`config.mk`:
```
export PLATFORM = sky130hd
export DESIGN_NAME = lao_rot
export DESIGN_NICKNAME = d
export VERILOG_FILES = /design/src/rtl/core/lao_pkg.sv /design/src/rtl/core/lao_rot.sv
export SDC_FILE = /design/constraint.sdc
export NUM_CORES = 2
export LEC_CHECK = 0
export BUFFER_PORTS_ARGS = -buffer_cell sky130_fd_sc_hd__buf_2
export CORE_MARGIN = 2
export CORE_UTILIZATION = 45
export DETAILED_ROUTE_END_ITERATION = 10
export SETUP_SLACK_MARGIN = 0.02
export SYNTH_ARGS = -nofsm -noshare
export SYNTH_HDL_FRONTEND = slang
export SYNTH_SLANG_ARGS = --single-unit
```
`constraint.sdc`:
```
create_clock -name i_clk -period 6.2 [get_ports i_clk]
set_clock_uncertainty 0.15 [all_clocks]
set_input_delay 1.24 -clock i_clk [delete_from_list [all_inputs] [get_ports i_clk]]
set_output_delay 1.24 -clock i_clk [all_outputs]
set_load 0.03 [all_outputs]
```
`src/rtl/core/lao_pkg.sv`:
```
package lao_pkg;

    // field and datapath widths
    localparam int IN_W       = 24;
    localparam int DIF_W      = 25;
    localparam int SUM_W      = 26;
    localparam int ANG_W      = 25;
    localparam int FOLD_W     = 27;
    localparam int VEC_W      = 48;
    localparam int VEC_SHIFT  = 20;
    localparam int ROT_W      = 37;
    localparam int ROT_SHIFT  = 8;
    localparam int MUL_SPLIT  = 18;
    localparam int PP_W       = 44;
    localparam int PROD_W     = 62;
    localparam int GAIN_SHIFT = 24;
    localparam int GR_W       = 38;
    localparam int FIN_W      = 40;
    localparam int ANG_OUT_W  = 16;

    // parameter defaults
    localparam int CORDIC_STEPS_DEF = 16;
    localparam int COORD_BITS_DEF   = 24;

    // angles in degrees, 16 fraction bits
    localparam logic signed [FOLD_W-1:0] DEG90  = FOLD_W'(90 * 65536);
    localparam logic signed [FOLD_W-1:0] DEG180 = FOLD_W'(180 * 65536);
    localparam logic signed [ANG_W-1:0]  ANG_RND = ANG_W'(128);

    // cordic gain correction, 24 fraction bits
    localparam logic signed [24:0] GAIN_Q24 = 25'sd10188014;

    typedef logic signed [ANG_W-1:0] t_ang;
    typedef logic signed [SUM_W-1:0] t_sum;

    // sideband beside the vectoring pipe
    typedef struct packed {
        t_sum cx;
        t_sum cy;
        t_sum vx;
        t_sum vy;
    } t_sb_vec;

    // sideband beside the rotation pipe and the gain stages
    typedef struct packed {
        t_sum cx;
        t_sum cy;
        t_ang s;
    } t_sb_rot;

    // atan(2^-i) in degrees, 16 fraction bits
    function automatic t_ang atan_q16(input int i);
        t_ang r;
        case (i)
            0:       r = 25'sd2949120;
            1:       r = 25'sd1740967;
            2:       r = 25'sd919879;
            3:       r = 25'sd466945;
            4:       r = 25'sd234379;
            5:       r = 25'sd117304;
            6:       r = 25'sd58666;
            7:       r = 25'sd29335;
            8:       r = 25'sd14668;
            9:       r = 25'sd7334;
            10:      r = 25'sd3667;
            11:      r = 25'sd1833;
            12:      r = 25'sd917;
            13:      r = 25'sd458;
            14:      r = 25'sd229;
            15:      r = 25'sd115;
            16:      r = 25'sd57;
            17:      r = 25'sd29;
            18:      r = 25'sd14;
            19:      r = 25'sd7;
            20:      r = 25'sd4;
            21:      r = 25'sd2;
            22:      r = 25'sd1;
            default: r = '0;
        endcase
        return r;
    endfunction

endpackage

```
`src/rtl/core/lao_rot.sv`:
```
module lao_rot import lao_pkg::*; #(
    parameter int STEPS = CORDIC_STEPS_DEF
) (
    input  logic                    i_clk,
    input  logic                    i_rst_n,
    input  logic                    i_en,
    input  logic                    i_valid,
    input  t_sum                    i_vx,
    input  t_sum                    i_vy,
    input  t_ang                    i_z,
    output logic                    o_valid,
    output logic signed [ROT_W-1:0] o_x,
    output logic signed [ROT_W-1:0] o_y
);

    logic signed [ROT_W-1:0] r_x [1:STEPS];
    logic signed [ROT_W-1:0] r_y [1:STEPS];
    t_ang                    r_z [1:STEPS];
    logic [STEPS:1]          r_v;

    // valid bits travel with the data
    always_ff @(posedge i_clk) begin
        if (!i_rst_n) begin
            r_v <= '0;
        end else if (i_en) begin
            r_v <= {r_v[STEPS-1:1], i_valid};
        end
    end

    // one micro-rotation per stage, the first on the scaled input
    for (genvar k = 0; k < STEPS; k++) begin : g_step
        logic signed [ROT_W-1:0] ax, ay, xs, ys;
        t_ang                    az;
        if (k == 0) begin : g_first
            assign ax = ROT_W'(i_vx) <<< ROT_SHIFT;
            assign ay = ROT_W'(i_vy) <<< ROT_SHIFT;
            assign az = i_z;
        end else begin : g_next
            assign ax = r_x[k];
            assign ay = r_y[k];
            assign az = r_z[k];
        end
        always_comb begin
            xs = ax >>> k;
            ys = ay >>> k;
        end
        always_ff @(posedge i_clk) begin
            if (i_en) begin
                if (az >= 0) begin
                    r_x[k+1] <= ax - ys;
                    r_y[k+1] <= ay + xs;
                    r_z[k+1] <= az - atan_q16(k);
                end else begin
                    r_x[k+1] <= ax + ys;
                    r_y[k+1] <= ay - xs;
                    r_z[k+1] <= az + atan_q16(k);
                end
            end
        end
    end

    assign o_x     = r_x[STEPS];
    assign o_y     = r_y[STEPS];
    assign o_valid = r_v[STEPS];

endmodule

```
### Yosys cells after proc, flatten, opt, wreduce, memory -nomap -nowiden

Memories as Yosys holds them, arrays and structs flattened.
Cells that the tools add are included.

| operators by class | value |
|---|---|
| $add $sub $neg | 95 |
| order comparisons | 16 |
| muxes and demuxes | 144 |
| bitwise logic cells | 48 |

Operators with widths:

| kind | count |
|---|---|
| two-way mux 37 bit | 32 |
| greater-or-equal comparator 25 x 1 -> 1 bit (second input constant) | 16 |
| two-way mux 25 bit | 16 |
| two-way mux 1 bit | 96 |
| adder 37 x 22 -> 37 bit | 2 |
| adder 37 x 23 -> 37 bit | 2 |
| adder 37 x 24 -> 37 bit | 2 |
| adder 37 x 25 -> 37 bit | 2 |
| adder 37 x 26 -> 37 bit | 2 |
| adder 37 x 27 -> 37 bit | 2 |
| adder 37 x 28 -> 37 bit | 2 |
| adder 37 x 29 -> 37 bit | 2 |
| adder 37 x 30 -> 37 bit | 2 |
| adder 37 x 31 -> 37 bit | 2 |
| adder 37 x 32 -> 37 bit | 2 |
| adder 37 x 33 -> 37 bit | 2 |
| adder 37 x 34 -> 37 bit | 2 |
| adder 37 x 35 -> 37 bit | 2 |
| adder 37 x 36 -> 37 bit | 2 |
| subtractor 37 x 22 -> 37 bit | 2 |
| subtractor 37 x 23 -> 37 bit | 2 |
| subtractor 37 x 24 -> 37 bit | 2 |
| subtractor 37 x 25 -> 37 bit | 2 |
| subtractor 37 x 26 -> 37 bit | 2 |
| other kinds (45) | 103 |

| storage, ports and cells | value |
|---|---|
| flip-flop bits (word level) | 16 |
| bits in writable memories | 1584 |
| output and inout bits | 75 |
| word-level logic and storage cells | 307 |
| memories | 3 |

Memory list:

| name | words | width | read ports | clocked after Yosys merged registers in | write ports | RTL line | source |
|---|---|---|---|---|---|---|---|
| r_x | 16 | 37 | 16 | 0 | 16 | lao_rot.sv:16 | `logic signed [ROT_W-1:0] r_x [1:STEPS];` |
| r_y | 16 | 37 | 16 | 0 | 16 | lao_rot.sv:17 | `logic signed [ROT_W-1:0] r_y [1:STEPS];` |
| r_z | 16 | 25 | 15 | 0 | 16 | lao_rot.sv:18 | `t_ang r_z [1:STEPS];` |

### Longest topological paths before layout

An unclocked memory read counts as a cell.

| depth | value |
|---|---|
| depth in word-level cells | 6 |
| depth in mapped cells | 22 |
| depth with buffers taken out | 22 |

### Worst setup path before layout

OpenSTA, ideal clock, no wires.

| path | value |
|---|---|
| path kind | in2reg |
| from | input port i_en |
| to | register, netlist name r_y[3][32] |
| setup time | 0.265 ns |
| arrival time | 5.462 ns |
| data required time | 5.785 ns |
| slack | 0.323 ns |
| cell stages on the path | 20 |
| path buffers | 4 |
| path through | buf_2 -> clkbuf_1 -> nand2_1 -> inv_1 -> clkbuf_1 -> buf_1 -> nor2_1 -> xnor2_1 -> ha_1 -> nor2b_1 -> o21ai_0 -> a21boi_0 -> o21a_1 -> o21ai_1 -> a31oi_1 -> a211oi_1 -> o21ai_1 -> a2111oi_0 -> o21ai_0 -> xor2_1 |

RTL lines:

| element | RTL line | source |
|---|---|---|
| from (decl) | lao_rot.sv:6 | `input logic i_en,` |

==> results.py <==
metrics = {
    "floorplan": {
        "die_height_um": 540,
        "die_x_um": 540,
        "core.rowCount": 196,
        "start_util_pct": 45.3,
        "die-area_um2": 292000,
        "coreArea_um2": 285000,
        "io_pins": 156,
    },
    "clock_tree": {
        "cts_tree": "built",
        "clkTransAtPathRegs_ns": 0.07,
        "root_buffer": "clkbuf_16",
        "clk_latency_ns": 0.87,
        "cts.path.max_buffers": 4,
        "post_cts_buffers": 0,
        "clkSinkCount": 1499,
        "cts_max_level": 4,
        "cts_made_buffers": 182,
    },
    "critical_path": {
        "crit_fanout": 6,
        "required_ns": 6.63,
        "worstPathCellList": "or4_1 > nor2b_1 > nand2_1 > nor2_1 > nand2_1 > o31ai_1 > xnor2_1 > ha_1 > and4_1 > a31o_2 > a21o_1 > a21oi_1 > o211ai_1 > a221o_1 > a2111oi_2 > nor3_1 > a21oi_2 > a21oi_1 > xnor2_1",
        "critical_path_class": "reg2reg",
        "startpoint_type": "flop",
        "slowest_delay_ns": 0.61,
        "cp-end-kind": "flop",
        "crit_arrival_ns": 6.24,
        "cp_slowest_cell": "or4_1",
    },
    "routing": {
        "post-route-drc-count": 0,
        "vias_per_cell": 5.70,
        "dr.pass1.iters": 6,
        "post_drt_wl_per_cell_um": 19.2,
        "ant_nets": 0,
        "first_iter_violations": 7830,
        "vias": 101000,
        "wl_um": 339000,
    },
    "timing": {
        "setup_viol": 0,
        "clock.fmax_mhz": 172,
        "fin_crit_sh_pct": 93.7,
        "fin_crit_ns": 5.81,
        "relSlewSlack_pct": 26.4,
        "hold_viol": 0,
        "maxSlewViolCount": 0,
        "rsz0062_at_grt": "false",
        "worstMarginPinSlew_ns": 1.10,
        "timing.final.ws_setup_ns": 0.390,
    },
    "layout": {
        "multi_input_area_um2": 81400,
        "layout.area.seq_um2": 44900,
        "drive_gt1_share_pct": 5.72,
        "fin_nets": 15400,
        "synthToLayoutAreaGrowth_pct": 9.25,
        "fillers": 26800,
    },
    "run_status": {
        "status": "finished, final reports clean",
    },
    "synth": {
        "syn-instance-count": 13500,
        "synth.lib_cells_used.distinct": 112,
        "ys_ff_latch": 1499,
        "synth_nets": 15100,
        "yosysWarnings": 0,
        "async_flop_share_pct": 0,
        "yosysSeqAreaShare_pct": 34.7,
        "yosys-top-cells-count": "edfxtp_1 (1483), ha_1 (1469), a21oi_1 (1454), xnor2_1 (1313), nor2_1 (995)",
        "synthMostInstantiatedCell": "edfxtp_1",
        "synth-main-ff-cell": "edfxtp_1",
        "netlist_top_cells_area": "edfxtp_1 (34%), ha_1 (14%), xnor2_1 (8.9%)",
        "synth_top_cell_by_area": "edfxtp_1",
        "synth_edf_count": 1483,
        "syn_avg_cell_area_um2": 9.55,
        "synth_top_area_share_pct": 34.4,
        "synth_area_um2": 129000,
    },
    "place": {
        "place_ws_ns": -0.159,
        "hpwl_um": 272000,
        "port-buffer-count": 155,
        "gp_congestion": 0.951,
    },
    "global_route": {
        "grt_usage_pct": 22.8,
        "grt_pass1_vias": 96300,
        "grt_max_degree": 162,
        "grt_overflow": 0,
        "antenna_found_initial": 3,
        "grt_pass1_wl_um": 540000,
    },
    "worst_hold_path": {
        "hold_path.class": "reg2reg",
    },
    "flow_run": {
        "drv_cap": 0,
    },
}
-- final cells by class --
cell class / count / share of cell area [%]
timing repair buffer: 323 / 1.51
multi-input combinational: 11200 / 57.7
clock inverter: 119 / 0.939
inverter: 552 / 1.47
clock buffer: 206 / 3.33
sequential: 1499 / 31.8
tap: 3762 / 3.33
antenna: 2 / 0.00354
-- cells by family (layout without fill, tap and decap cells) --
logic type,Yosys count,in the layout,synth area share [%]
simple gates,3381,3381,12.7
other cells,0,2,0
flops,1499,1499,34.7
fa+ha+maj,1512,1512,14.9
compound gates,4172,4172,20.4
xor+xnor,2051,2051,13.9
buf+inv,803,1200,2.35
mux,123,123,1.00
-- placed cells by master (no fill, tap or decap), types with 154 or more instances in the layout --
master / instances
a21o_1: 739
a21oi_1: 1454
buf_2: 154
buf_4: 162
clkbuf_16: 185
edfxtp_1: 1483
ha_1: 1469
inv_1: 546
nand2_1: 754
nand2b_1: 255
nand3_1: 209
nor2_1: 995
nor2b_1: 199
nor3_1: 278
o21a_1: 180
o21ai_0: 729
o31ai_1: 162
xnor2_1: 1313
xor2_1: 735
-- critical path: cells and delay by family (launching register included) --
family                     cells  cell delay [ns]
and+or+nand+nor                7             2.16
adders and majority gates      1             0.32
AOI/OAI and AO/OA              9             2.04
xor gates and xnor gates       2             0.32
DFF                            1             0.53
-- registers in the layout (all words and copies together) (netlist names) --
signal / flops
r_v: 16
r_x: 568
r_z: 351
r_y: 564
-- path summary, 6_finish.rpt --
kind,from,endpoint,slack (ns),cells past startpoint
worst min-delay path,r_z[0][127]$_DFFE_PP_,r_z[0][152]$_DFFE_PP_,0.27,0
worst min register to register,r_z[0][127]$_DFFE_PP_,r_z[0][152]$_DFFE_PP_,0.27,0
worst max register to register,r_y[3][44]$_DFFE_PP_,r_x[4][36]$_DFFE_PP_,0.39,19
worst max-delay path,r_y[3][44]$_DFFE_PP_,r_x[4][36]$_DFFE_PP_,0.39,19
-- metrics by stage --
stage               hold WS (ns)  util [%]  TNS, ns  std cells  cell area (µm²)
finish                     0.268      49.5        0      17700           141000
floorplan                  0.250         -        0      13500           129000
CTS                        0.269      49.5        0      17700           141000
global placement           0.251      47.4   -0.451      17400           135000
global route               0.276      49.5        0      17700           141000
detailed placement         0.255      47.4   -0.414      17400           135000
-- layer usage --
metal  part of all wire, %  vias up  wire (µm)  global-route usage, %
li1                      -    50700          -                      -
met4                   3.3        0      11200                   7.39
met5                     0        -          0                      0
met2                    45     2295     151000                   36.7
met1                    47    47400     160000                   31.8
met3                   4.9      486      16600                   2.48
-- timing repair --
action	in CTS	in global routing
setup endpoints to repair	0	4
hold buffers	0	0
resized for setup	0	3
Power is left out: the tool's default activity adds up to more than one toggle a clock period on the data nets, which glitch-free logic cannot reach.
